## src/rtl/tcfc_pkg.sv

```systemverilog
// Shared types, constants and helpers for the timecode / frame count converter.
// Holds the request and response payloads, the rate mode codes and the reciprocal
// constants that the divide-by-constant stages use. No dependencies.
package tcfc_pkg;

	// Field widths
	localparam int FC_W   = 22;
	localparam int HR_W   = 5;
	localparam int MS_W   = 6;
	localparam int FR_W   = 5;
	localparam int MODE_W = 3;

	// Nominal (drop-free) frame count, wide enough for an expanded drop-frame count
	localparam int N_W = 23;

	// Pipeline depth
	localparam int STAGES = 8;
	typedef logic [STAGES-1:0] stage_en_t;

	// Operations
	typedef enum logic {
		OP_TC2FC = 1'b0,
		OP_FC2TC = 1'b1
	} op_t;

	// Rate mode register codes
	localparam logic [MODE_W-1:0] MODE_24     = 3'd0;
	localparam logic [MODE_W-1:0] MODE_25     = 3'd1;
	localparam logic [MODE_W-1:0] MODE_30ND   = 3'd2;
	localparam logic [MODE_W-1:0] MODE_30DF   = 3'd3;
	localparam logic [MODE_W-1:0] MODE_23976  = 3'd4;
	localparam logic [MODE_W-1:0] MODE_24975  = 3'd5;
	localparam logic [MODE_W-1:0] MODE_2997ND = 3'd6;
	localparam logic [MODE_W-1:0] MODE_2997DF = 3'd7;

	typedef enum logic [1:0] {
		NOM_24,
		NOM_25,
		NOM_30
	} nom_t;

	typedef struct packed {
		nom_t nom;
		logic df;
	} mode_t;

	typedef struct packed {
		op_t   op;
		mode_t mode;
	} ctl_t;

	typedef struct packed {
		op_t             opcode;
		logic [HR_W-1:0] in_hours;
		logic [MS_W-1:0] in_minutes;
		logic [MS_W-1:0] in_seconds;
		logic [FR_W-1:0] in_frames;
		logic [FC_W-1:0] in_frame_count;
	} req_t;

	typedef struct packed {
		logic [FC_W-1:0] out_frame_count;
		logic [HR_W-1:0] out_hours;
		logic [MS_W-1:0] out_minutes;
		logic [MS_W-1:0] out_seconds;
		logic [FR_W-1:0] out_frames;
	} rsp_t;

	// Timecode constants
	localparam int RATE_24       = 24;
	localparam int RATE_25       = 25;
	localparam int RATE_30       = 30;
	localparam int SEC_PER_MIN   = 60;
	localparam int SEC_PER_HOUR  = 3600;
	localparam int MIN_PER_HOUR  = 60;
	localparam int HOURS_PER_DAY = 24;
	localparam int TEN_MIN       = 17982; // drop-frame frames in ten minutes
	localparam int FIRST_MIN     = 1800;  // first minute of a block keeps all frames
	localparam int OTHER_MIN     = 1798;  // other minutes lose two frames
	localparam int NOM_TEN_MIN   = 18000; // nominal frames in ten minutes at 30
	localparam int MIN_PER_BLOCK = 10;

	// Exact floor division by reciprocal: q = (x * R) >> S, R = 2^S / d + 1,
	// S = width(x) + ceil(log2(d))
	localparam int          TEN_SH    = 37;
	localparam logic [63:0] TEN_RCP_L = (64'd1 << TEN_SH) / 64'd17982 + 64'd1;
	localparam logic [22:0] TEN_RCP   = TEN_RCP_L[22:0];

	localparam int          OTHER_SH    = 25;
	localparam logic [63:0] OTHER_RCP_L = (64'd1 << OTHER_SH) / 64'd1798 + 64'd1;
	localparam logic [14:0] OTHER_RCP   = OTHER_RCP_L[14:0];

	localparam int          NOM_SH     = 28;
	localparam logic [63:0] R24_RCP_L  = (64'd1 << NOM_SH) / 64'd24 + 64'd1;
	localparam logic [63:0] R25_RCP_L  = (64'd1 << NOM_SH) / 64'd25 + 64'd1;
	localparam logic [63:0] R30_RCP_L  = (64'd1 << NOM_SH) / 64'd30 + 64'd1;

	localparam int          MIN_SH    = 24;
	localparam logic [63:0] MIN_RCP_L = (64'd1 << MIN_SH) / 64'd60 + 64'd1;
	localparam logic [18:0] MIN_RCP   = MIN_RCP_L[18:0];

	localparam int          HR_SH    = 18;
	localparam logic [63:0] HR_RCP_L = (64'd1 << HR_SH) / 64'd60 + 64'd1;
	localparam logic [12:0] HR_RCP   = HR_RCP_L[12:0];

	localparam int          DIV10_SH    = 15;
	localparam logic [63:0] DIV10_RCP_L = (64'd1 << DIV10_SH) / 64'd10 + 64'd1;
	localparam logic [11:0] DIV10_RCP   = DIV10_RCP_L[11:0];

	function automatic mode_t mode_decode(input logic [MODE_W-1:0] mode);
		mode_t m;
		m.df = (mode == MODE_30DF) || (mode == MODE_2997DF);
		case (mode)
			MODE_24, MODE_23976: m.nom = NOM_24;
			MODE_25, MODE_24975: m.nom = NOM_25;
			default:             m.nom = NOM_30;
		endcase
		return m;
	endfunction

	function automatic logic [4:0] nom_value(input nom_t nom);
		logic [4:0] v;
		case (nom)
			NOM_24:  v = 5'(RATE_24);
			NOM_25:  v = 5'(RATE_25);
			default: v = 5'(RATE_30);
		endcase
		return v;
	endfunction

	function automatic logic [23:0] nom_recip(input nom_t nom);
		logic [23:0] r;
		case (nom)
			NOM_24:  r = R24_RCP_L[23:0];
			NOM_25:  r = R25_RCP_L[23:0];
			default: r = R30_RCP_L[23:0];
		endcase
		return r;
	endfunction

endpackage

```

## src/rtl/tcfc_tc2fc.sv

```systemverilog
// Timecode to frame count lane, stages 1 to 3.
// Depends on tcfc_pkg for field widths, rate helpers and stage enables.
module tcfc_tc2fc (
	input  logic                   clk,
	input  tcfc_pkg::stage_en_t    en,
	input  tcfc_pkg::req_t         req,
	input  tcfc_pkg::mode_t        mode_s1,
	input  tcfc_pkg::mode_t        mode_s2,
	output logic [tcfc_pkg::FC_W-1:0] fc_s3
);
	import tcfc_pkg::*;

	localparam int SUM_W = 17;
	localparam int TM_W  = 11;
	localparam int TMQ_W = 8;
	localparam int TMP_W = TM_W + 12;

	logic [SUM_W-1:0] sec_sum_s1;
	logic [TM_W-1:0]  tm_s1;
	logic [FR_W-1:0]  f_s1;
	logic [FC_W-1:0]  base_s2;
	logic [TM_W-1:0]  tm_s2;
	logic [TMQ_W-1:0] tmq_s2;
	logic [TMP_W-1:0] tm_prod;
	logic [TM_W:0]    drop;

	// Divide total minutes by ten
	assign tm_prod = TMP_W'(tm_s1) * TMP_W'(DIV10_RCP);
	// Two frames dropped per minute except every tenth
	assign drop = {tm_s2 - TM_W'(tmq_s2), 1'b0};

	// Stage 1: total seconds and total minutes
	always_ff @(posedge clk) begin
		if (en[0]) begin
			sec_sum_s1 <= SUM_W'(req.in_hours) * SUM_W'(SEC_PER_HOUR)
				+ SUM_W'(req.in_minutes) * SUM_W'(SEC_PER_MIN) + SUM_W'(req.in_seconds);
			tm_s1 <= TM_W'(req.in_hours) * TM_W'(MIN_PER_HOUR) + TM_W'(req.in_minutes);
			f_s1  <= req.in_frames;
		end
	end

	// Stage 2: scale seconds by the nominal rate
	always_ff @(posedge clk) begin
		if (en[1]) begin
			base_s2 <= FC_W'(sec_sum_s1) * FC_W'(nom_value(mode_s1.nom)) + FC_W'(f_s1);
			tm_s2   <= tm_s1;
			tmq_s2  <= tm_prod[TMP_W-1:DIV10_SH];
		end
	end

	// Stage 3: take off dropped frames
	always_ff @(posedge clk) begin
		if (en[2]) begin
			fc_s3 <= mode_s2.df ? base_s2 - FC_W'(drop) : base_s2;
		end
	end

endmodule

```

## config.mk

```make
export PLATFORM = sky130hd
export DESIGN_NAME = tcfc_tc2fc
export DESIGN_NICKNAME = d
export VERILOG_FILES = /design/src/rtl/tcfc_pkg.sv /design/src/rtl/tcfc_tc2fc.sv
export SDC_FILE = /design/constraint.sdc
export NUM_CORES = 1
export LEC_CHECK = 0
export ABC_CLOCK_PERIOD_IN_PS = 5600
export BUFFER_PORTS_ARGS = -buffer_cell sky130_fd_sc_hd__buf_2
export CELL_PAD_IN_SITES_DETAIL_PLACEMENT = 1
export CELL_PAD_IN_SITES_GLOBAL_PLACEMENT = 1
export CORE_MARGIN = 2
export CORE_UTILIZATION = 50
export DETAILED_ROUTE_END_ITERATION = 8
export MAX_ROUTING_LAYER = met4
export PLACE_DENSITY_LB_ADDON = 0.2
export REMOVE_ABC_BUFFERS = 1
export SLEW_MARGIN = 25
export SYNTH_ARGS = -nofsm -noshare
export SYNTH_HDL_FRONTEND = slang
export SYNTH_SLANG_ARGS = --single-unit
```

## constraint.sdc

```tcl
create_clock -name clk -period 5.6 [get_ports clk]
set_clock_uncertainty 0.05 [all_clocks]
set_input_delay 1.12 -clock clk [delete_from_list [all_inputs] [get_ports clk]]
set_output_delay 1.12 -clock clk [all_outputs]
set_load 0.005 [all_outputs]
```

==> impl_results.md <==
* FILL cells at 2,436
* TritonCTS clock tree: yes
* H-tree depth at 3
* TNS Setup at 0 ps
* GRT Total Usage at 21.81%
* Grt ovf at 0
* DIE AREA at 23,740 sq um
* Top-count cell post-synth: inv_1
* Period utilisation layout at 95.67%
* Io pins at 82
* Antenna Cells at 0
* Post-CTS Setup Bufs at 0
* Post-DR wirelength/cell at 16.31 um
* Min Clock Period, post-route at 5357 ps
* DR iter-0 viols at 227
* Main synth FF type: edfxtp_1
* Yosys top cell by area: edfxtp_1
* Final wirelength at 23,720 um
* Post-DP HPWL at 20,170 um
* Final max-slew violation count at 0
* Core Region at 21,960 sq um
* Area delta synth->final at 8.055%
* Setup violators final at 0
* Routed Antenna Nets at 0
* WS Path Type: reg -> reg
* Port Buf Inserts at 50
* Bufs on Longest Clock Path at 2
* Final Hold Violating Endpoints at 0
* Clock transition at path regs at 80 ps
* FF-to-FF setup slack at 240 ps
* Number of synthesized flops with an enable pin at 96
* Startpoint types: flop
* Worst path required time at 5650 ps
* Register area share after synthesis at 25.60%
* Largest cells by area after synthesis: edfxtp_1, ha_1, fa_1
* CTS Sinks at 96
* Async S/R FF share, synth at 0%
* Data arrival, critical path at 5400 ps
* Max FO, Critical Path at 5
* RSZ-0062 raised after global routing: no
* Syn Area/Cell at 10.15 sq um
* Fmax at 186.7 MHz
* Residual DRC at 0
* Relative slew slack at 42.51%
* # nets final at 1,524
* First-pass GRT wire length at 40,290 um
* Synth Cell Area at 11,260 sq um
* Initial core utilization at 51.28%
* Rows at 54
* Critical Path Sink Type: flop
* Initial antenna violation count at 0
* Gpl congestion at 0.8709
* Via Count at 7,629
* Die width at 154.1 um
* Clock Latency Late Sink at 360 ps
* Post-Synthesis Cells at 1,109
* Worst hold path class: reg -> reg
* Yosys warnings at 0
* Hold slack at 381.6 ps
* CTS Buf Count at 9
* Synth cell types at 59
* Worst-Margin Slew at 862.4 ps
* DRT Pass-1 Iters at 4
* Layout cells sized above 1 at 8.518%
* Vias/cell at 5.247
* CTS root buf: clkbuf_16
* Largest net degree at the start of global routing at 42
* Number of global-route vias before repair at 8,456
* Die H at 154.1 um
* Flops & latches, synth at 96
* Most frequent cells after synthesis: inv_1, ha_1, fa_1, edfxtp_1, a21oi_1
* Post-synth top area share at 25.60%
* Status: completed
* Max Cap Viol at 0
cell families after synthesis:
logic type	synth area share, %
flops	25.60
xor+xnor	5.911
compound gates	10.08
simple gates	8.256
buf+inv	9.633
fa+ha+maj	39.64
mux	0.8778
through the flow:
stage / cell area, sq um / setup WS, ps / util, % / std cells
after CTS: 12160 / 233.1 / 55.37 / 1454
final: 12170 / 242.5 / 55.41 / 1454
after global placement: 11870 / 261.1 / 54.07 / 1438
after floorplan: 11210 / 543.2 / - / 1100
after global routing: 12170 / 10.46 / 55.41 / 1454
after detailed placement: 11870 / 132.2 / 54.07 / 1438
sequential cells by signal, summed over array words and instances, names as in the netlist:
signal      flops
f_s1            5
tmq_s2          8
sec_sum_s1     17
tm_s2          11
tm_s1          11
fc_s3          22
base_s2        22
path summary, 6_finish.rpt:
| path | start | to | cells after the start |
|---|---|---|---|
| max | tm_s1[3] | tmq_s2[7] | 17 |
| min reg2reg | base_s2[0] | fc_s3[0] | 0 |
| max reg2reg | tm_s1[3] | tmq_s2[7] | 17 |
| min | base_s2[0] | fc_s3[0] | 0 |
final cells by class:
type / instances / area (sq um) / share of cell area, %
Sequential cell: 96 / 2883 / 23.69
Timing Repair Buffer: 58 / 310.3 / 2.550
Clock inverter: 6 / 57.56 / 0.4730
Inverter: 276 / 1036 / 8.514
Tap cell: 280 / 350.3 / 2.879
Multi-Input combinational cell: 728 / 7302 / 60.01
Clock buffer: 10 / 229.0 / 1.882
layout by cell type (no fill, tap or decap), drive strengths merged, types with 12 or more instances in the layout:
cell    netlist  final
nor3         19     19
nand2        46     46
inv         276    280
nor2b        15     15
fa          103    103
edfxtp       96     96
and2         23     23
o21a         12     12
buf           2     58
a21oi        54     54
xor2         28     28
ha          192    192
o21ai        22     22
nor2         30     30
xnor2        48     48
a21o         21     21
timing repair:
| item | 4_1_cts | 5_1_grt |
|---|---|---|
| hold buffers | 0 | 0 |
| endpoints found under the setup margin | 0 | 3 |
| resized for setup | 0 | 2 |
worst max-delay path, stage by stage (launching register included):
cell,delay (ps)
edfxtp_1,550
inv_1,80
ha_1,340
fa_1,600
inv_1,80
fa_1,550
inv_1,70
fa_1,410
inv_1,80
fa_1,430
ha_1,330
o211a_1,150
o31ai_1,90
a31oi_1,140
o2111ai_1,480
a21oi_2,170
a311oi_1,370
xnor2_1,120
routing by layer:
layer  track usage [%]  vias up  wire length, um
met5                 -        -                0
met4             4.539        0              248
li1                  -     3776                -
met2             39.12       75            12260
met1             26.57     3758            10690
met3             2.537       20              518
Power is left out: the tool's default activity adds up to more than one toggle a clock period on the data nets, which glitch-free logic cannot reach.
