$ cat config.mk
export PLATFORM = sky130hd
export DESIGN_NAME = tcfc_df_expand
export DESIGN_NICKNAME = d
export VERILOG_FILES = /design/src/rtl/tcfc_pkg.sv /design/src/rtl/tcfc_df_expand.sv
export SDC_FILE = /design/constraint.sdc
export NUM_CORES = 1
export LEC_CHECK = 0
export BUFFER_PORTS_ARGS = -buffer_cell sky130_fd_sc_hd__buf_2
export CAP_MARGIN = 40
export CORE_AREA = 2 2 167 169
export CTS_BUF_LIST = sky130_fd_sc_hd__clkbuf_8
export CTS_CLUSTER_SIZE = 28
export DETAILED_ROUTE_END_ITERATION = 6
export DIE_AREA = 0 0 169 171
export GPL_ROUTABILITY_DRIVEN = 0
export MAX_ROUTING_LAYER = met4
export PLACE_DENSITY = 0.83
export SKIP_CTS_REPAIR_TIMING = 1
export SYNTH_ARGS = -nofsm -noshare
export SYNTH_HDL_FRONTEND = slang
export SYNTH_SLANG_ARGS = --single-unit
$ cat constraint.sdc
create_clock -name clk -period 16 [get_ports clk]
set_input_delay 1.6 -clock clk [delete_from_list [all_inputs] [get_ports clk]]
set_output_delay 1.6 -clock clk [all_outputs]
set_load 0.05 [all_outputs]
$ cat src/rtl/tcfc_pkg.sv
// Shared types, constants and helpers for the timecode / frame count converter.
// Holds the request and response payloads, the rate mode codes and the reciprocal
// constants that the divide-by-constant stages use. No dependencies.
package tcfc_pkg;

	// Field widths
	localparam int FC_W   = 22;
	localparam int HR_W   = 5;
	localparam int MS_W   = 6;
	localparam int FR_W   = 5;
	localparam int MODE_W = 3;

	// Nominal (drop-free) frame count, wide enough for an expanded drop-frame count
	localparam int N_W = 23;

	// Pipeline depth
	localparam int STAGES = 8;
	typedef logic [STAGES-1:0] stage_en_t;

	// Operations
	typedef enum logic {
		OP_TC2FC = 1'b0,
		OP_FC2TC = 1'b1
	} op_t;

	// Rate mode register codes
	localparam logic [MODE_W-1:0] MODE_24     = 3'd0;
	localparam logic [MODE_W-1:0] MODE_25     = 3'd1;
	localparam logic [MODE_W-1:0] MODE_30ND   = 3'd2;
	localparam logic [MODE_W-1:0] MODE_30DF   = 3'd3;
	localparam logic [MODE_W-1:0] MODE_23976  = 3'd4;
	localparam logic [MODE_W-1:0] MODE_24975  = 3'd5;
	localparam logic [MODE_W-1:0] MODE_2997ND = 3'd6;
	localparam logic [MODE_W-1:0] MODE_2997DF = 3'd7;

	typedef enum logic [1:0] {
		NOM_24,
		NOM_25,
		NOM_30
	} nom_t;

	typedef struct packed {
		nom_t nom;
		logic df;
	} mode_t;

	typedef struct packed {
		op_t   op;
		mode_t mode;
	} ctl_t;

	typedef struct packed {
		op_t             opcode;
		logic [HR_W-1:0] in_hours;
		logic [MS_W-1:0] in_minutes;
		logic [MS_W-1:0] in_seconds;
		logic [FR_W-1:0] in_frames;
		logic [FC_W-1:0] in_frame_count;
	} req_t;

	typedef struct packed {
		logic [FC_W-1:0] out_frame_count;
		logic [HR_W-1:0] out_hours;
		logic [MS_W-1:0] out_minutes;
		logic [MS_W-1:0] out_seconds;
		logic [FR_W-1:0] out_frames;
	} rsp_t;

	// Timecode constants
	localparam int RATE_24       = 24;
	localparam int RATE_25       = 25;
	localparam int RATE_30       = 30;
	localparam int SEC_PER_MIN   = 60;
	localparam int SEC_PER_HOUR  = 3600;
	localparam int MIN_PER_HOUR  = 60;
	localparam int HOURS_PER_DAY = 24;
	localparam int TEN_MIN       = 17982; // drop-frame frames in ten minutes
	localparam int FIRST_MIN     = 1800;  // first minute of a block keeps all frames
	localparam int OTHER_MIN     = 1798;  // other minutes lose two frames
	localparam int NOM_TEN_MIN   = 18000; // nominal frames in ten minutes at 30
	localparam int MIN_PER_BLOCK = 10;

	// Exact floor division by reciprocal: q = (x * R) >> S, R = 2^S / d + 1,
	// S = width(x) + ceil(log2(d))
	localparam int          TEN_SH    = 37;
	localparam logic [63:0] TEN_RCP_L = (64'd1 << TEN_SH) / 64'd17982 + 64'd1;
	localparam logic [22:0] TEN_RCP   = TEN_RCP_L[22:0];

	localparam int          OTHER_SH    = 25;
	localparam logic [63:0] OTHER_RCP_L = (64'd1 << OTHER_SH) / 64'd1798 + 64'd1;
	localparam logic [14:0] OTHER_RCP   = OTHER_RCP_L[14:0];

	localparam int          NOM_SH     = 28;
	localparam logic [63:0] R24_RCP_L  = (64'd1 << NOM_SH) / 64'd24 + 64'd1;
	localparam logic [63:0] R25_RCP_L  = (64'd1 << NOM_SH) / 64'd25 + 64'd1;
	localparam logic [63:0] R30_RCP_L  = (64'd1 << NOM_SH) / 64'd30 + 64'd1;

	localparam int          MIN_SH    = 24;
	localparam logic [63:0] MIN_RCP_L = (64'd1 << MIN_SH) / 64'd60 + 64'd1;
	localparam logic [18:0] MIN_RCP   = MIN_RCP_L[18:0];

	localparam int          HR_SH    = 18;
	localparam logic [63:0] HR_RCP_L = (64'd1 << HR_SH) / 64'd60 + 64'd1;
	localparam logic [12:0] HR_RCP   = HR_RCP_L[12:0];

	localparam int          DIV10_SH    = 15;
	localparam logic [63:0] DIV10_RCP_L = (64'd1 << DIV10_SH) / 64'd10 + 64'd1;
	localparam logic [11:0] DIV10_RCP   = DIV10_RCP_L[11:0];

	function automatic mode_t mode_decode(input logic [MODE_W-1:0] mode);
		mode_t m;
		m.df = (mode == MODE_30DF) || (mode == MODE_2997DF);
		case (mode)
			MODE_24, MODE_23976: m.nom = NOM_24;
			MODE_25, MODE_24975: m.nom = NOM_25;
			default:             m.nom = NOM_30;
		endcase
		return m;
	endfunction

	function automatic logic [4:0] nom_value(input nom_t nom);
		logic [4:0] v;
		case (nom)
			NOM_24:  v = 5'(RATE_24);
			NOM_25:  v = 5'(RATE_25);
			default: v = 5'(RATE_30);
		endcase
		return v;
	endfunction

	function automatic logic [23:0] nom_recip(input nom_t nom);
		logic [23:0] r;
		case (nom)
			NOM_24:  r = R24_RCP_L[23:0];
			NOM_25:  r = R25_RCP_L[23:0];
			default: r = R30_RCP_L[23:0];
		endcase
		return r;
	endfunction

endpackage

$ cat src/rtl/tcfc_df_expand.sv
// Drop-frame expansion, stages 1 to 4: maps a frame count to a nominal count
// with dropped frame numbers restored. Depends on tcfc_pkg.
module tcfc_df_expand (
	input  logic                      clk,
	input  tcfc_pkg::stage_en_t       en,
	input  logic [tcfc_pkg::FC_W-1:0] frame_count,
	input  logic                      df_s3,
	output logic [tcfc_pkg::N_W-1:0]  n_s4
);
	import tcfc_pkg::*;

	localparam int BLK_W  = 8;
	localparam int REM_W  = 15;
	localparam int OFF_W  = 14;
	localparam int ONES_W = 4;
	localparam int TP_W   = FC_W + 23;
	localparam int OP_W   = OFF_W + 15;

	logic [TP_W-1:0]   ten_prod;
	logic [FC_W-1:0]   rem_full;
	logic [REM_W-1:0]  off;
	logic [OP_W-1:0]   other_prod;
	logic [ONES_W-1:0] ones_q1;

	logic [FC_W-1:0]   fc_s1, fc_s2, fc_s3;
	logic [BLK_W-1:0]  blk_s1, blk_s2, blk_s3;
	logic [REM_W-1:0]  rem_s2, rem_s3;
	logic [ONES_W-1:0] ones_s3;

	// Ten-minute block index
	assign ten_prod = TP_W'(frame_count) * TP_W'(TEN_RCP);
	assign rem_full = fc_s1 - FC_W'(blk_s1) * FC_W'(TEN_MIN);
	// Minute within the block past the first one
	assign off        = rem_s2 - REM_W'(FIRST_MIN);
	assign other_prod = OP_W'(off[OFF_W-1:0]) * OP_W'(OTHER_RCP);
	assign ones_q1    = other_prod[OP_W-1:OTHER_SH] + ONES_W'(1);

	// Stage 1: block index
	always_ff @(posedge clk) begin
		if (en[0]) begin
			fc_s1  <= frame_count;
			blk_s1 <= ten_prod[TP_W-1:TEN_SH];
		end
	end

	// Stage 2: remainder within the block
	always_ff @(posedge clk) begin
		if (en[1]) begin
			fc_s2  <= fc_s1;
			blk_s2 <= blk_s1;
			rem_s2 <= rem_full[REM_W-1:0];
		end
	end

	// Stage 3: minute within the block
	always_ff @(posedge clk) begin
		if (en[2]) begin
			fc_s3   <= fc_s2;
			blk_s3  <= blk_s2;
			rem_s3  <= rem_s2;
			ones_s3 <= (rem_s2 < REM_W'(FIRST_MIN)) ? '0 : ones_q1;
		end
	end

	// Stage 4: restore two frames per dropped minute, or pass the count through
	always_ff @(posedge clk) begin
		if (en[3]) begin
			n_s4 <= df_s3 ? N_W'(blk_s3) * N_W'(NOM_TEN_MIN) + N_W'(rem_s3)
				+ N_W'({ones_s3, 1'b0}) : N_W'(fc_s3);
		end
	end

endmodule

==> results.yml, run 1 <==
outcome:
  status: "completed"
setup_path:
  cp_slowest_cell: "fa_1"
  start_kind: "flip-flop"
  critPathRequiredTime_ps: 16180
  worstSetupPathType: "flip-flop to flip-flop"
  cp-end-kind: "flip-flop"
  slowest_delay_ps: 560
  cp.arrival_ps: 8640
  crit_path_max_fanout: 5
synth:
  netlist_instances: 1538
  synthTopCellsByArea: "ha_1 (32%), edfxtp_1 (25%), fa_1 (20%)"
  netlist_area_um2: 17740
  ys_seq_area_share_pct: 24.55
  ys_async_sr_fraction_pct: 0
  yosys_warnings: 0
  synth_edf_count: 145
  syn_avg_cell_area_um2: 11.53
  ys_seq_elements: 145
  synth_largest_area_cell: "ha_1"
  ys_top_cells_by_count: "ha_1 (448), inv_1 (331), fa_1 (178)"
  synth_fp_nets: 2196
  yosysMostFrequentCell: "ha_1"
  ys_types: 80
  synth_ff_type: "edfxtp_1"
  synth_top_area_share_pct: 31.60
clock_network:
  htreeDepth: 4
  tritoncts: "done"
  cts.clk_slew.worst_paths_ps: 80
  cts_buffers: 17
  clock_path_buffers: 2
  cts.sinks: 145
  clk_latency_ps: 440
  root_buffer: "clkbuf_8"
drt:
  firstDrtPassIters: 6
  antenna_left: 0
  routed_wl_mm: 33.97
  wl_per_cell_um: 17.31
  vias: 11230
  drt_iter0_drc: 645
  drc: 0
  routed_via_density: 5.725
floorplan:
  dieHeight_um: 171
  rows: 61
  start_util_pct: 64.91
  pin_count: 55
  core_um2: 27320
  fp.dieArea_um2: 28900
  die_w_um: 169
sta:
  tns_ps: 0
  finalCriticalPeriod_ps: 8466
  slew_headroom_pct: 43.23
  finalCritPeriodShare_pct: 52.91
  drv_slew: 0
  hold_viol: 0
  fmax_ghz: 0.1181
  clock_skew_ps: 14.67
  rsz0062_at_grt: "false"
  worst-slew-pin-transition_ps: 848.6
  finalSetupViolCount: 0
hold_path:
  hp-class: "flip-flop to flip-flop"
place:
  port_buffers: 50
  dpl.hpwl_mm: 29.16
cells_and_area:
  drive_above_1_share_pct: 7.735
  num-nets-final: 2263
  register_area_um2: 4354
  multi_input_area_um2: 12090
  fill_cells: 1941
  diodes: 0
  area_growth_pct: 5.799
global_route:
  grt_pass1_wl_mm: 57.74
  grt_pass1_vias: 12200
  overflow: 0
  antenna_found_initial: 0
  grt_max_degree: 45
  grt.total_usage_pct: 26.17
flow_run:
  cap_violations: 0
-- flip-flops by register name, summed over array words and instances, names as in the netlist --
signal / cells
rem_s2: 14
blk_s2: 8
ones_s3: 4
blk_s3: 8
fc_s1: 22
fc_s3: 22
n_s4: 23
fc_s2: 22
blk_s1: 8
rem_s3: 14
-- stage by stage --
stage / std cells / hold slack (ps) / area (µm²) / utilization [%] / setup slack (ps)
global placement: 1930 / 402.9 / 18380 / 67.25 / 7880
floorplan: 1538 / 400.3 / 17740 / - / 8463
detailed placement: 1932 / 404.5 / 18420 / 67.40 / 7661
finish: 1962 / 414.8 / 18770 / 68.68 / 7534
global route: 1962 / 418.8 / 18770 / 68.68 / 6962
CTS: 1962 / 417.9 / 18770 / 68.68 / 7582
-- routing by layer --
| layer | GRT usage, % | wire (µm) | share of wire, % |
|---|---|---|---|
| met5 | - | 0 | 0 |
| met3 | 2.868 | 1211 | 3.6 |
| met4 | 8.658 | 1054 | 3.1 |
| met1 | 30.83 | 13930 | 41 |
| met2 | 47.11 | 17770 | 52 |
-- cells in the final DEF, fill, tap and decap left out, types with 3 or more instances in the layout --
master	n
o21ai_1	3
nor2_1	45
o41ai_1	3
and3_1	3
clkbuf_8	17
o21a_1	8
inv_1	332
nor3_1	20
nand2b_1	5
buf_2	50
a211o_1	3
nor2b_1	13
o21bai_1	7
edfxtp_1	145
clkinv_4	4
a31oi_1	4
xor2_1	21
nor4_1	3
o211ai_1	5
mux2_2	15
o31ai_1	3
or3_1	3
xnor2_1	54
nand3_1	15
nand2_1	27
fa_1	178
a21o_1	15
a21oi_1	54
ha_1	448
nand4_1	6
o21ai_0	25
a41oi_1	3
and2_1	6
or2_2	7
-- logic make-up after synthesis --
logic type | synth area share [%]
adders and majority gates | 51.69
AOI/OAI and AO/OA | 6.158
buffers and inverters | 7.315
muxes | 1.065
and+or+nand+nor | 5.114
DFF | 24.55
xor gates and xnor gates | 4.106
-- worst paths after layout --
check,start,to,slack [ps],cells after the start
hold reg to reg,fc_s2[13]$_DFFE_PP_,fc_s3[13]$_DFFE_PP_,410,0
setup / recovery,rem_s2[3]$_DFFE_PP_,ones_s3[2]$_SDFFCE_PN0P_,7530,30
hold / removal,fc_s2[13]$_DFFE_PP_,fc_s3[13]$_DFFE_PP_,410,0
setup reg to reg,rem_s2[3]$_DFFE_PP_,ones_s3[2]$_SDFFCE_PN0P_,7530,30
-- final cells by class --
type                       instances  share of cell area (%)
multi-input combinational       1056                   64.40
sequential                       145                   23.20
inverter                         332                   6.641
tap                              346                   2.307
timing repair buffer              53                   1.587
clock buffer                      17                   1.247
clock inverter                    13                  0.6134
-- critical path: cells and delay by family (launching register included) --
kind,cells,cell delay [ps]
AND/OR/NAND/NOR,6,1280
AO/OA/AOI/OAI,5,1210
XOR/XNOR,4,850
buffers and inverters,5,550
adder cells (fa/ha/maj),10,3790
flip-flops,1,510
Power of run 1 is not shown: default switching activity piles up to over one toggle a cycle in this logic, so the estimate is an artifact.
==> inputs of run 2 (changes only) <==
clock period = 7.9 ns   (was 16 ns; I/O delays follow)
==> run 2 against run 1 <==
Maximum frequency rose by 11%; sequential share of layout area fell by 0.17 points; count of clock-buffer cells in the layout is the same; via count fell by 0.67%; critical path type unchanged; highest routed layer unchanged.
==> results.yml, run 2 (synthesized netlist as in run 1, its figures left out) <==
hold_path:
  hp-start: "blk_s2[0]$_DFFE_PP_"
  hp-class: "flip-flop to flip-flop"
setup_path:
  cp-startpoint: "rem_s2[3]$_DFFE_PP_"
  cp.arrival_ps: 7780
  reg2regPathDepth: 31
  cp_slowest_cell: "fa_1"
  crit_family: "adder cells"
  crit_buf_inv: 6
  reg2reg_slack_ps: 300
  start_kind: "flip-flop"
  critPathRequiredTime_ps: 8080
  reg2reg_to: "ones_s3[2]$_SDFFCE_PN0P_"
  slowest_delay_ps: 540
  crit_path_max_fanout: 5
  worstSetupPathType: "flip-flop to flip-flop"
  r2r-start: "rem_s2[3]$_DFFE_PP_"
  cp.depth: 31
  crit_path_end: "ones_s3[2]$_SDFFCE_PN0P_"
  crit_top_cell: "fa_1"
  cp-end-kind: "flip-flop"
place:
  post-place-ws_ps: -15.77
  dpl.hpwl_mm: 28.69
  port_buffers: 50
global_route:
  grt_pass1_vias: 11970
  grt_pass1_wl_mm: 56.73
  overflow: 0
  grt_max_degree: 45
  grt.total_usage_pct: 25.74
  antenna_found_initial: 0
outcome:
  status: "completed"
sta:
  slew_headroom_pct: 38.14
  clock_skew_ps: 11.87
  fin_ws_ps: 300.0
  drv_slew: 0
  tns_ps: 0
  finalSetupViolCount: 0
  fmax_ghz: 0.1316
  whs_ps: 408.1
  finalCriticalPeriod_ps: 7600
  hold_viol: 0
  finalCritPeriodShare_pct: 96.20
  worst-slew-pin-transition_ps: 921.3
floorplan:
  pin_count: 55
  rows: 61
  dieHeight_um: 171
  fp.dieArea_um2: 28900
  start_util_pct: 64.91
  die_w_um: 169
  core_um2: 27320
drt:
  routed_wl_mm: 33.57
  drt_iter0_drc: 535
  antenna_left: 0
  wl_per_cell_um: 17.06
  firstDrtPassIters: 7
  routed_via_density: 5.670
  vias: 11160
  drc: 0
cells_and_area:
  largest_register_ffs: 23
  final_common_cell: "ha_1"
  final_util_pct: 69.19
  layout_common_cells: "ha_1 (446), inv_1 (331), fa_1 (178)"
  regMostFlops: "n_s4"
  area_growth_pct: 6.582
  num-nets-final: 2269
  diodes: 0
  drive_above_1_share_pct: 8.508
clock_network:
  cts.sinks: 145
  tritoncts: "done"
  htreeDepth: 4
  clk_latency_ps: 440
  clock_path_buffers: 2
  root_buffer: "clkbuf_8"
  cts_buffers: 17
  cts.clk_slew.worst_paths_ps: 80
flow_run:
  cap_violations: 0
## run 2: cell count changes in the layout (fill, tap and decap cells not counted), moves of 2 or more
cell       previous run  this run
bufinv_16             1         4
inv_6                 2         0
a21boi_0              2         0
a21boi_1              1         3
clkinv_4              4         2
ha_1                448       446
buf_4                 1         7
## run 2: how the worst min path moves through the flow
stage                               end  slack (ps)  cells past startpoint
floorplan           blk_s3[0]$_DFFE_PP_         400                      0
global placement      n_s4[0]$_DFFE_PP_         400                      0
CTS                 blk_s3[0]$_DFFE_PP_         410                      0
global route        fc_s3[13]$_DFFE_PP_         420                      0
finish              blk_s3[0]$_DFFE_PP_         410                      0
detailed placement  blk_s3[6]$_DFFE_PP_         400                      0
## run 2: per-layer routing
| metal | up-vias | GRT usage (%) | routed length, µm |
|---|---|---|---|
| met1 | 5440 | 30.69 | 14150 |
| met3 | 103 | 2.614 | 1064 |
| met2 | 252 | 45.19 | 17070 |
| met4 | 0 | 10.37 | 1293 |
| met5 | - | - | 0 |
| li1 | 5363 | - | - |
## run 2: metrics by stage
step / cell area (µm²) / cells
after floorplan: 17740 / 1538
after global placement: 18400 / 1933
after detailed placement: 18440 / 1935
after CTS: 18840 / 1965
after global routing: 18900 / 1968
final: 18900 / 1968
## run 2: worst register-to-register path: cells and delay by family (launching register included)
family	cells	cell delay, ps
flops	1	440
compound gates	5	860
xor+xnor	4	620
simple gates	6	1180
fa+ha+maj	10	3720
buf+inv	6	500
## run 2: cell type report
| type | instances | area (µm²) |
|---|---|---|
| clock inverter | 13 | 171.4 |
| fill | 1874 | 8419 |
| sequential | 145 | 4354 |
| clock buffer | 17 | 234.0 |
| tap | 346 | 432.9 |
| multi-input combinational | 1056 | 12120 |
| inverter | 332 | 1246 |
| timing repair buffer | 59 | 342.8 |
Power of run 2 is left out for the same reason.
