--- config.mk ---
export PLATFORM = sky130hd
export DESIGN_NAME = tcfc_split
export DESIGN_NICKNAME = d
export VERILOG_FILES = /design/src/rtl/tcfc_pkg.sv /design/src/rtl/tcfc_split.sv
export SDC_FILE = /design/constraint.sdc
export NUM_CORES = 1
export LEC_CHECK = 0
export ABC_CLOCK_PERIOD_IN_PS = 7100
export BUFFER_PORTS_ARGS = -buffer_cell sky130_fd_sc_hd__buf_2
export CAP_MARGIN = 20
export CORE_ASPECT_RATIO = 1.75
export CORE_MARGIN = 8
export CORE_UTILIZATION = 60
export CTS_CLUSTER_DIAMETER = 80
export DETAILED_ROUTE_END_ITERATION = 16
export GPL_TIMING_DRIVEN = 0
export PLACE_DENSITY = 0.78
export SLEW_MARGIN = 15
export SYNTH_ARGS = -nofsm -noshare
export SYNTH_HDL_FRONTEND = slang
export SYNTH_SLANG_ARGS = --single-unit
--- constraint.sdc ---
create_clock -name clk -period 7.1 [get_ports clk]
set_input_delay 0 -clock clk [delete_from_list [all_inputs] [get_ports clk]]
set_output_delay 0 -clock clk [all_outputs]
set_load 0.02 [all_outputs]
--- src/rtl/tcfc_pkg.sv ---
// Shared types, constants and helpers for the timecode / frame count converter.
// Holds the request and response payloads, the rate mode codes and the reciprocal
// constants that the divide-by-constant stages use. No dependencies.
package tcfc_pkg;

	// Field widths
	localparam int FC_W   = 22;
	localparam int HR_W   = 5;
	localparam int MS_W   = 6;
	localparam int FR_W   = 5;
	localparam int MODE_W = 3;

	// Nominal (drop-free) frame count, wide enough for an expanded drop-frame count
	localparam int N_W = 23;

	// Pipeline depth
	localparam int STAGES = 8;
	typedef logic [STAGES-1:0] stage_en_t;

	// Operations
	typedef enum logic {
		OP_TC2FC = 1'b0,
		OP_FC2TC = 1'b1
	} op_t;

	// Rate mode register codes
	localparam logic [MODE_W-1:0] MODE_24     = 3'd0;
	localparam logic [MODE_W-1:0] MODE_25     = 3'd1;
	localparam logic [MODE_W-1:0] MODE_30ND   = 3'd2;
	localparam logic [MODE_W-1:0] MODE_30DF   = 3'd3;
	localparam logic [MODE_W-1:0] MODE_23976  = 3'd4;
	localparam logic [MODE_W-1:0] MODE_24975  = 3'd5;
	localparam logic [MODE_W-1:0] MODE_2997ND = 3'd6;
	localparam logic [MODE_W-1:0] MODE_2997DF = 3'd7;

	typedef enum logic [1:0] {
		NOM_24,
		NOM_25,
		NOM_30
	} nom_t;

	typedef struct packed {
		nom_t nom;
		logic df;
	} mode_t;

	typedef struct packed {
		op_t   op;
		mode_t mode;
	} ctl_t;

	typedef struct packed {
		op_t             opcode;
		logic [HR_W-1:0] in_hours;
		logic [MS_W-1:0] in_minutes;
		logic [MS_W-1:0] in_seconds;
		logic [FR_W-1:0] in_frames;
		logic [FC_W-1:0] in_frame_count;
	} req_t;

	typedef struct packed {
		logic [FC_W-1:0] out_frame_count;
		logic [HR_W-1:0] out_hours;
		logic [MS_W-1:0] out_minutes;
		logic [MS_W-1:0] out_seconds;
		logic [FR_W-1:0] out_frames;
	} rsp_t;

	// Timecode constants
	localparam int RATE_24       = 24;
	localparam int RATE_25       = 25;
	localparam int RATE_30       = 30;
	localparam int SEC_PER_MIN   = 60;
	localparam int SEC_PER_HOUR  = 3600;
	localparam int MIN_PER_HOUR  = 60;
	localparam int HOURS_PER_DAY = 24;
	localparam int TEN_MIN       = 17982; // drop-frame frames in ten minutes
	localparam int FIRST_MIN     = 1800;  // first minute of a block keeps all frames
	localparam int OTHER_MIN     = 1798;  // other minutes lose two frames
	localparam int NOM_TEN_MIN   = 18000; // nominal frames in ten minutes at 30
	localparam int MIN_PER_BLOCK = 10;

	// Exact floor division by reciprocal: q = (x * R) >> S, R = 2^S / d + 1,
	// S = width(x) + ceil(log2(d))
	localparam int          TEN_SH    = 37;
	localparam logic [63:0] TEN_RCP_L = (64'd1 << TEN_SH) / 64'd17982 + 64'd1;
	localparam logic [22:0] TEN_RCP   = TEN_RCP_L[22:0];

	localparam int          OTHER_SH    = 25;
	localparam logic [63:0] OTHER_RCP_L = (64'd1 << OTHER_SH) / 64'd1798 + 64'd1;
	localparam logic [14:0] OTHER_RCP   = OTHER_RCP_L[14:0];

	localparam int          NOM_SH     = 28;
	localparam logic [63:0] R24_RCP_L  = (64'd1 << NOM_SH) / 64'd24 + 64'd1;
	localparam logic [63:0] R25_RCP_L  = (64'd1 << NOM_SH) / 64'd25 + 64'd1;
	localparam logic [63:0] R30_RCP_L  = (64'd1 << NOM_SH) / 64'd30 + 64'd1;

	localparam int          MIN_SH    = 24;
	localparam logic [63:0] MIN_RCP_L = (64'd1 << MIN_SH) / 64'd60 + 64'd1;
	localparam logic [18:0] MIN_RCP   = MIN_RCP_L[18:0];

	localparam int          HR_SH    = 18;
	localparam logic [63:0] HR_RCP_L = (64'd1 << HR_SH) / 64'd60 + 64'd1;
	localparam logic [12:0] HR_RCP   = HR_RCP_L[12:0];

	localparam int          DIV10_SH    = 15;
	localparam logic [63:0] DIV10_RCP_L = (64'd1 << DIV10_SH) / 64'd10 + 64'd1;
	localparam logic [11:0] DIV10_RCP   = DIV10_RCP_L[11:0];

	function automatic mode_t mode_decode(input logic [MODE_W-1:0] mode);
		mode_t m;
		m.df = (mode == MODE_30DF) || (mode == MODE_2997DF);
		case (mode)
			MODE_24, MODE_23976: m.nom = NOM_24;
			MODE_25, MODE_24975: m.nom = NOM_25;
			default:             m.nom = NOM_30;
		endcase
		return m;
	endfunction

	function automatic logic [4:0] nom_value(input nom_t nom);
		logic [4:0] v;
		case (nom)
			NOM_24:  v = 5'(RATE_24);
			NOM_25:  v = 5'(RATE_25);
			default: v = 5'(RATE_30);
		endcase
		return v;
	endfunction

	function automatic logic [23:0] nom_recip(input nom_t nom);
		logic [23:0] r;
		case (nom)
			NOM_24:  r = R24_RCP_L[23:0];
			NOM_25:  r = R25_RCP_L[23:0];
			default: r = R30_RCP_L[23:0];
		endcase
		return r;
	endfunction

endpackage

--- src/rtl/tcfc_split.sv ---
// Nominal count to hours, minutes, seconds and frames, stages 5 to 8.
// Depends on tcfc_pkg for reciprocal constants and rate helpers.
module tcfc_split (
	input  logic                      clk,
	input  tcfc_pkg::stage_en_t       en,
	input  logic [tcfc_pkg::N_W-1:0]  n_s4,
	input  tcfc_pkg::nom_t            nom_s4,
	input  tcfc_pkg::nom_t            nom_s5,
	input  logic                      clear_s7,
	output logic [tcfc_pkg::HR_W-1:0] hh_s8,
	output logic [tcfc_pkg::MS_W-1:0] mm_s8,
	output logic [tcfc_pkg::MS_W-1:0] ss_s8,
	output logic [tcfc_pkg::FR_W-1:0] ff_s8
);
	import tcfc_pkg::*;

	localparam int SECS_W = 18;
	localparam int MINS_W = 12;
	localparam int HRS_W  = 6;
	localparam int SP_W   = N_W + 24;
	localparam int MP_W   = SECS_W + 19;
	localparam int HP_W   = MINS_W + 13;

	logic [SP_W-1:0]   secs_prod;
	logic [N_W-1:0]    ff_full;
	logic [MP_W-1:0]   mins_prod;
	logic [SECS_W-1:0] ss_full;
	logic [HP_W-1:0]   hrs_prod;
	logic [MINS_W-1:0] mm_full;
	logic [HR_W-1:0]   hh;

	logic [N_W-1:0]    n_s5;
	logic [SECS_W-1:0] secs_s5, secs_s6;
	logic [FR_W-1:0]   ff_s6, ff_s7;
	logic [MINS_W-1:0] mins_s6, mins_s7;
	logic [MS_W-1:0]   ss_s7;
	logic [HRS_W-1:0]  hrs_s7;

	assign secs_prod = SP_W'(n_s4) * SP_W'(nom_recip(nom_s4));
	assign ff_full   = n_s5 - N_W'(secs_s5) * N_W'(nom_value(nom_s5));
	assign mins_prod = MP_W'(secs_s5) * MP_W'(MIN_RCP);
	assign ss_full   = secs_s6 - SECS_W'(mins_s6) * SECS_W'(SEC_PER_MIN);
	assign hrs_prod  = HP_W'(mins_s6) * HP_W'(HR_RCP);
	assign mm_full   = mins_s7 - MINS_W'(hrs_s7) * MINS_W'(MIN_PER_HOUR);

	// Wrap hours to a day; they never reach three days
	always_comb begin
		if (hrs_s7 >= HRS_W'(2 * HOURS_PER_DAY)) begin
			hh = HR_W'(hrs_s7 - HRS_W'(2 * HOURS_PER_DAY));
		end else if (hrs_s7 >= HRS_W'(HOURS_PER_DAY)) begin
			hh = HR_W'(hrs_s7 - HRS_W'(HOURS_PER_DAY));
		end else begin
			hh = HR_W'(hrs_s7);
		end
	end

	// Stage 5: total seconds
	always_ff @(posedge clk) begin
		if (en[4]) begin
			n_s5    <= n_s4;
			secs_s5 <= secs_prod[SP_W-2:NOM_SH];
		end
	end

	// Stage 6: frames and total minutes
	always_ff @(posedge clk) begin
		if (en[5]) begin
			ff_s6   <= ff_full[FR_W-1:0];
			secs_s6 <= secs_s5;
			mins_s6 <= mins_prod[MP_W-2:MIN_SH];
		end
	end

	// Stage 7: seconds and total hours
	always_ff @(posedge clk) begin
		if (en[6]) begin
			ff_s7   <= ff_s6;
			ss_s7   <= ss_full[MS_W-1:0];
			mins_s7 <= mins_s6;
			hrs_s7  <= hrs_prod[HP_W-2:HR_SH];
		end
	end

	// Stage 8: minutes and hours; zero the fields for the other operation
	always_ff @(posedge clk) begin
		if (en[7]) begin
			hh_s8 <= clear_s7 ? '0 : hh;
			mm_s8 <= clear_s7 ? '0 : mm_full[MS_W-1:0];
			ss_s8 <= clear_s7 ? '0 : ss_s7;
			ff_s8 <= clear_s7 ? '0 : ff_s7;
		end
	end

endmodule

==> results.sh, run 1 <==
export IMPL_worst_pin_slew_ps=667
export IMPL_avgSynthCellArea_um2=10.4
export IMPL_slew_headroom_pct=55.4
export IMPL_fp_coreArea_um2=34200
export IMPL_post_synth_top_area_cell="fa_1"
export IMPL_yosys_warnings=0
export IMPL_htree_levels=3
export IMPL_first_iter_violations=563
export IMPL_fmax_ghz=0.146
export IMPL_timing_rr_end="mins_s6[10]"
export IMPL_yosysMostFrequentCell="inv_1"
export IMPL_numPortBuffers=54
export IMPL_cp_max_fo=10
export IMPL_worstPathRequired_ps=7210
export IMPL_cts_root_buf="clkbuf_16"
export IMPL_grt_usage_pct=28.9
export IMPL_die_h_um=262
export IMPL_antenna_found_initial=0
export IMPL_slowest_delay_ps=570
export IMPL_hpwl_um=50700
export IMPL_area_growth_pct=6.05
export IMPL_path_common_cell="fa_1"
export IMPL_ys_seq_area_share_pct=13.2
export IMPL_drive_above_1_share_pct=5.75
export IMPL_cp_data_arrival_time_ps=6950
export IMPL_drv_slew=0
export IMPL_routed_wl_um=56100
export IMPL_grt_pass1_vias=16048
export IMPL_rrSetupSlack_ps=1920
export IMPL_synth_edf_count=91
export IMPL_grt_max_degree=24
export IMPL_max_cap_violations=0
export IMPL_crit_end="secs_s5[13]"
export IMPL_numClockSinks=91
export IMPL_start_kind="primary input"
export IMPL_cp_num_buf_inv=8
export IMPL_hold_viol=0
export IMPL_synthDistinctLibCells=55
export IMPL_syn_cell_area_um2=20700
export IMPL_end_kind="register"
export IMPL_die_area_um2=41000
export IMPL_drc=0
export IMPL_clk_pin_slew_ps=70
export IMPL_r2r_start="secs_s5[14]"
export IMPL_yosys_top_cells_area="fa_1 (36%), ha_1 (25%), edfxtp_1 (13%)"
export IMPL_dr_pass1_iters=5
export IMPL_holdCritPathClass="primary input to register"
export IMPL_synth_nets=2826
export IMPL_fp_row_count=90
export IMPL_setup_viol_count_final=0
export IMPL_finalNetCount=2895
export IMPL_antenna_cells=0
export IMPL_start_util_pct=60.5
export IMPL_dp_slack_ps=-1340
export IMPL_cts_buffers_inserted=9
export IMPL_cts_tree="built"
export IMPL_post_drt_wl_per_cell_um=22.2
export IMPL_status="finished, final reports clean"
export IMPL_worstSetupStartpoint="nom_s4[1]"
export IMPL_routed_via_density=5.51
export IMPL_reg2reg_depth=16
export IMPL_synthArstFlopShare_pct=0
export IMPL_final_period_utilization_pct=96.4
export IMPL_fin_skew_ps=10.7
export IMPL_yosys_top_cells_count="inv_1 (605), ha_1 (421), fa_1 (372), edfxtp_1 (91), nand2_1 (80)"
export IMPL_io_pins=59
export IMPL_setup_ws_ps=258
export IMPL_synth_seq_cells=91
export IMPL_cp_top_family="adder cells"
export IMPL_grt_pass1_wl_um=86100
export IMPL_vias=13925
export IMPL_layout_cells_non_filler=2529
export IMPL_synth_top_area_share_pct=35.9
export IMPL_clkLatencyLatePin_ps=360
export IMPL_period_needed_ps=6840
export IMPL_critPathKind="primary input to register"
export IMPL_clock_path_buffers=2
export IMPL_gp_congestion=0.999
export IMPL_grt_overflow=0
export IMPL_fp_dieW_um=157
export IMPL_ant_nets=0
export IMPL_cp_depth=26
export IMPL_crit_path_top_delay_cell="fa_1"
export IMPL_synth_cells=1996
export IMPL_synthFlopType="edfxtp_1"
export IMPL_dpl_cell_count=2510
## repair_timing
item,4_1_cts,5_1_grt
setup endpoints to repair,18,11
setup buffers,0,1
hold buffers,3,0
resized for setup,19,28
endpoints found under the hold margin,4,0
pin swaps,0,2
cloned,0,0
## logic make-up (layout without fill, tap and decap cells)
kind of cell	Yosys count	in the layout	share of synthesized area [%]
buffers and inverters	625	698	11.3
and+or+nand+nor	270	270	6.40
AOI/OAI and AO/OA	148	148	4.84
xor gates and xnor gates	69	69	2.92
adders and majority gates	793	793	61.3
DFF	91	91	13.2
## state kept, by name, indices dropped and copies added, names as in the netlist
| register | cells |
|---|---|
| ff_s6 | 5 |
| ff_s7 | 5 |
| ff_s8 | 5 |
| hh_s8 | 5 |
| hrs_s7 | 6 |
| mins_s6 | 12 |
| mins_s7 | 6 |
| mm_s8 | 6 |
| n_s5 | 5 |
| secs_s5 | 18 |
| secs_s6 | 6 |
| ss_s7 | 6 |
| ss_s8 | 6 |
## cells in the final DEF (no fill, tap or decap), types with 18 or more instances in the layout
cell      instances
inv_1           604
a21o_1           29
edfxtp_1         91
and2_1           18
a21oi_1          49
fa_1            372
buf_2            56
nor2b_1          23
nor2_1           61
ha_1            421
xnor2_1          55
nand2_1          77
## how the worst min path moves through the flow
stage / end / cells after the start / from
2_1_floorplan: n_s5[0] / 0 / n_s4[0]
3_3_place_gp: n_s5[1] / 1 / n_s4[1]
3_5_place_dp: n_s5[1] / 1 / n_s4[1]
4_1_cts: n_s5[4] / 1 / n_s4[4]
5_1_grt: n_s5[4] / 1 / n_s4[4]
6_report: n_s5[4] / 1 / n_s4[4]
## cell type report
| type | instances | area, um^2 |
|---|---|---|
| multi-input cells | 1280 | 15700 |
| fillers | 2820 | 12300 |
| flip-flops and latches | 91 | 2730 |
| inverters | 611 | 2290 |
| well taps | 460 | 576 |
| repair buffers | 58 | 308 |
| clock buffers | 10 | 229 |
| plain buffers | 14 | 93.8 |
| clock inverters | 5 | 37.5 |
## per-stage QoR
| step | util [%] | hold WS [ps] | cell area [um^2] | TNS [ps] |
|---|---|---|---|---|
| CTS | 64.0 | 11.1 | 21900 | 0 |
| detailed placement | 63.0 | 310 | 21600 | -18320 |
| floorplan | - | 98.9 | 20700 | 0 |
| global placement | 63.0 | 313 | 21600 | -16640 |
| global route | 64.2 | 11.0 | 22000 | -2.65 |
| finish | 64.2 | 22.2 | 22000 | 0 |
## layer usage
metal,wire length (um),track usage (%)
met1,16800,25.0
met2,31800,56.5
met3,1390,2.35
met4,6130,27.0
met5,0,0
Power of run 1 is not shown: default switching activity piles up to over one toggle a cycle in this logic, so the estimate is an artifact.
==> run 2: changes to the inputs <==
Settings changed: ABC_AREA set to 1, CORE_MARGIN 8 to 5.
==> run 2 against run 1 <==
Sequential share of layout area shrank 1.3 points. Setup slack lost 52 ps. Non-clock buffer count shrank 7. Count of clock-buffer cells in the layout shrank 1. Utilization shrank 0.24 points. Largest cell class unchanged.
==> results.sh, run 2 <==
export IMPL_largest_reg_flops=18
export IMPL_grt_pass1_vias=19822
export IMPL_avgSynthCellArea_um2=8.54
export IMPL_holdCritPathClass="primary input to register"
export IMPL_clk_pin_slew_ps=70
export IMPL_synth_cells=2715
export IMPL_most_common_layout_cells="inv_1 (808), ha_1 (421), nand2_1 (407)"
export IMPL_seqCellArea_um2=2730
export IMPL_slew_headroom_pct=33.3
export IMPL_synthAdderAreaFrac_pct=54.8
export IMPL_grt_usage_pct=33.3
export IMPL_hpwl_um=62500
export IMPL_max_cap_violations=0
export IMPL_grt_max_degree=24
export IMPL_post_synth_top_area_cell="fa_1"
export IMPL_vias=17969
export IMPL_numClockSinks=91
export IMPL_cp_data_arrival_time_ps=7000
export IMPL_fp_row_count=95
export IMPL_cp_depth=26
export IMPL_synthSimpleGateAreaFrac_pct=14.1
export IMPL_cts_tree="built"
export IMPL_htree_levels=3
export IMPL_finalNetCount=3610
export IMPL_cp_num_buf_inv=8
export IMPL_drc=0
export IMPL_reg2reg_depth=13
export IMPL_final_period_utilization_pct=97.1
export IMPL_synthMuxAreaShare_pct=0
export IMPL_drv_slew=0
export IMPL_synth_top_family_by_area="adder cells"
export IMPL_grt_pass1_wl_um=106000
export IMPL_synth_edf_count=91
export IMPL_clock_path_buffers=2
export IMPL_critPathKind="primary input to register"
export IMPL_io_pins=59
export IMPL_clkLatencyLatePin_ps=360
export IMPL_gp_congestion=1.09
export IMPL_ys_seq_area_share_pct=11.8
export IMPL_crit_end="secs_s5[15]"
export IMPL_end_kind="register"
export IMPL_yosys_top_cells_area="fa_1 (32%), ha_1 (23%), inv_1 (13%)"
export IMPL_yosys_top_cells_count="inv_1 (808), ha_1 (421), nand2_1 (407), fa_1 (372), nor2_1 (218)"
export IMPL_slowest_delay_ps=600
export IMPL_start_util_pct=60.6
export IMPL_syn_cell_area_um2=23200
export IMPL_rsz0062_at_grt="true"
export IMPL_yosysMostFrequentCell="inv_1"
export IMPL_r2r_start="secs_s5[4]"
export IMPL_fin_skew_ps=13.9
export IMPL_routed_wl_um=69300
export IMPL_timing_hold_ws_ps=29.1
export IMPL_dr_pass1_iters=7
export IMPL_rrSetupSlack_ps=2350
export IMPL_grt_overflow=0
export IMPL_drive_above_1_share_pct=5.10
export IMPL_antenna_cells=0
export IMPL_area_growth_pct=5.56
export IMPL_fp_coreArea_um2=38300
export IMPL_timing_rr_end="mins_s6[8]"
export IMPL_synth_xor_area_share_pct=1.43
export IMPL_postCtsSetupRepairBufs=0
export IMPL_worst_pin_slew_ps=1000
export IMPL_cts_root_buf="clkbuf_16"
export IMPL_antenna_found_initial=0
export IMPL_numPortBuffers=53
export IMPL_post_drt_wl_per_cell_um=21.2
export IMPL_largest_register="secs_s5"
export IMPL_start_kind="primary input"
export IMPL_die_h_um=270
export IMPL_cp_max_fo=10
export IMPL_status="finished, final reports clean"
export IMPL_synth_seq_cells=91
export IMPL_fmax_ghz=0.145
export IMPL_cp_top_family="adder cells"
export IMPL_synth_nets=3545
export IMPL_synthDistinctLibCells=39
export IMPL_first_iter_violations=819
export IMPL_setup_viol_count_final=0
export IMPL_cts_buffers_inserted=9
export IMPL_crit_path_top_delay_cell="fa_1"
export IMPL_synth_compound_area_share_pct=4.44
export IMPL_synthFlopType="edfxtp_1"
export IMPL_worstSetupStartpoint="nom_s4[0]"
export IMPL_multiInputGateArea_um2=17400
export IMPL_reg_largest_list="secs_s5 x18, mins_s6 x12"
export IMPL_yosys_warnings=0
export IMPL_ant_nets=0
export IMPL_synth_top_area_share_pct=32.1
export IMPL_fp_dieW_um=159
export IMPL_period_needed_ps=6890
export IMPL_worstPathRequired_ps=7210
export IMPL_mostFrequentLayoutCell="inv_1"
export IMPL_fillers=3257
export IMPL_hold_viol=0
export IMPL_routed_via_density=5.50
export IMPL_synthArstFlopShare_pct=0
export IMPL_path_common_cell="fa_1"
export IMPL_die_area_um2=42800
-- run 2: changes by cell type in the layout (fill, tap and decap cells not counted), sizes merged, moves of 19 or more --
cell,before,now
xnor2,55,16
nand2,80,422
nand3,15,63
a21o,29,10
a21oi,52,94
nor2,64,236
nor2b,23,0
nand2b,20,1
o21ai,21,51
inv,613,818
-- run 2: worst min path at each step --
stage / start / to / slack, ps / cells after the start
final: n_s4[4] / n_s5[4] / 30 / 1
after floorplan: n_s4[0] / n_s5[0] / 100 / 0
after global placement: n_s4[1] / n_s5[1] / 270 / 1
after CTS: n_s4[4] / n_s5[4] / 20 / 1
after detailed placement: n_s4[1] / n_s5[1] / 260 / 1
after global routing: n_s4[4] / n_s5[4] / 30 / 1
-- run 2: per-layer routing --
| layer | GRT usage (%) | wire length (um) | part of all wire, % |
|---|---|---|---|
| met5 | 0 | 0 | 0 |
| met4 | 31.7 | 8940 | 13 |
| met3 | 3.59 | 2590 | 3.7 |
| met2 | 61.4 | 37000 | 53 |
| met1 | 29.9 | 20700 | 30 |
-- run 2: per-stage QoR --
stage	setup TNS (ps)	setup WS (ps)	cell area (um^2)	util, %	cells
detailed placement	-12190	-742	24100	62.9	3253
floorplan	0	956	23200	-	2715
finish	0	206	24500	64.0	3270
CTS	0	8.58	24400	63.8	3270
global placement	-12300	-778	24100	62.9	3253
global route	-10.3	-5.45	24500	64.0	3270
-- run 2: cell families after synthesis --
group	after synthesis
and+or+nand+nor	779
buffers and inverters	828
adders and majority gates	793
AOI/OAI and AO/OA	186
DFF	91
xor gates and xnor gates	38
-- run 2: area by class of cell --
class	instances	area share, %
sequential	91	11.2
tap	485	2.48
inverter	817	12.5
multi-input combinational	1796	71.2
timing repair buffer	54	1.12
clock buffer	9	0.920
buffer	11	0.245
clock inverter	7	0.378
-- run 2: what timing repair did --
item / CTS / global route
setup endpoints to repair: 18 / 18
gates resized for setup: 13 / 22
hold buffers: 1 / 0
hold endpoints to repair: 1 / 0
-- run 2: worst reg2reg max path, delay by kind of cell, from the launching register on --
family	cells	cell delay, ps
adders and majority gates	6	2670
and+or+nand+nor	6	860
AOI/OAI and AO/OA	1	410
DFF	1	550
Power of run 2 is left out for the same reason.
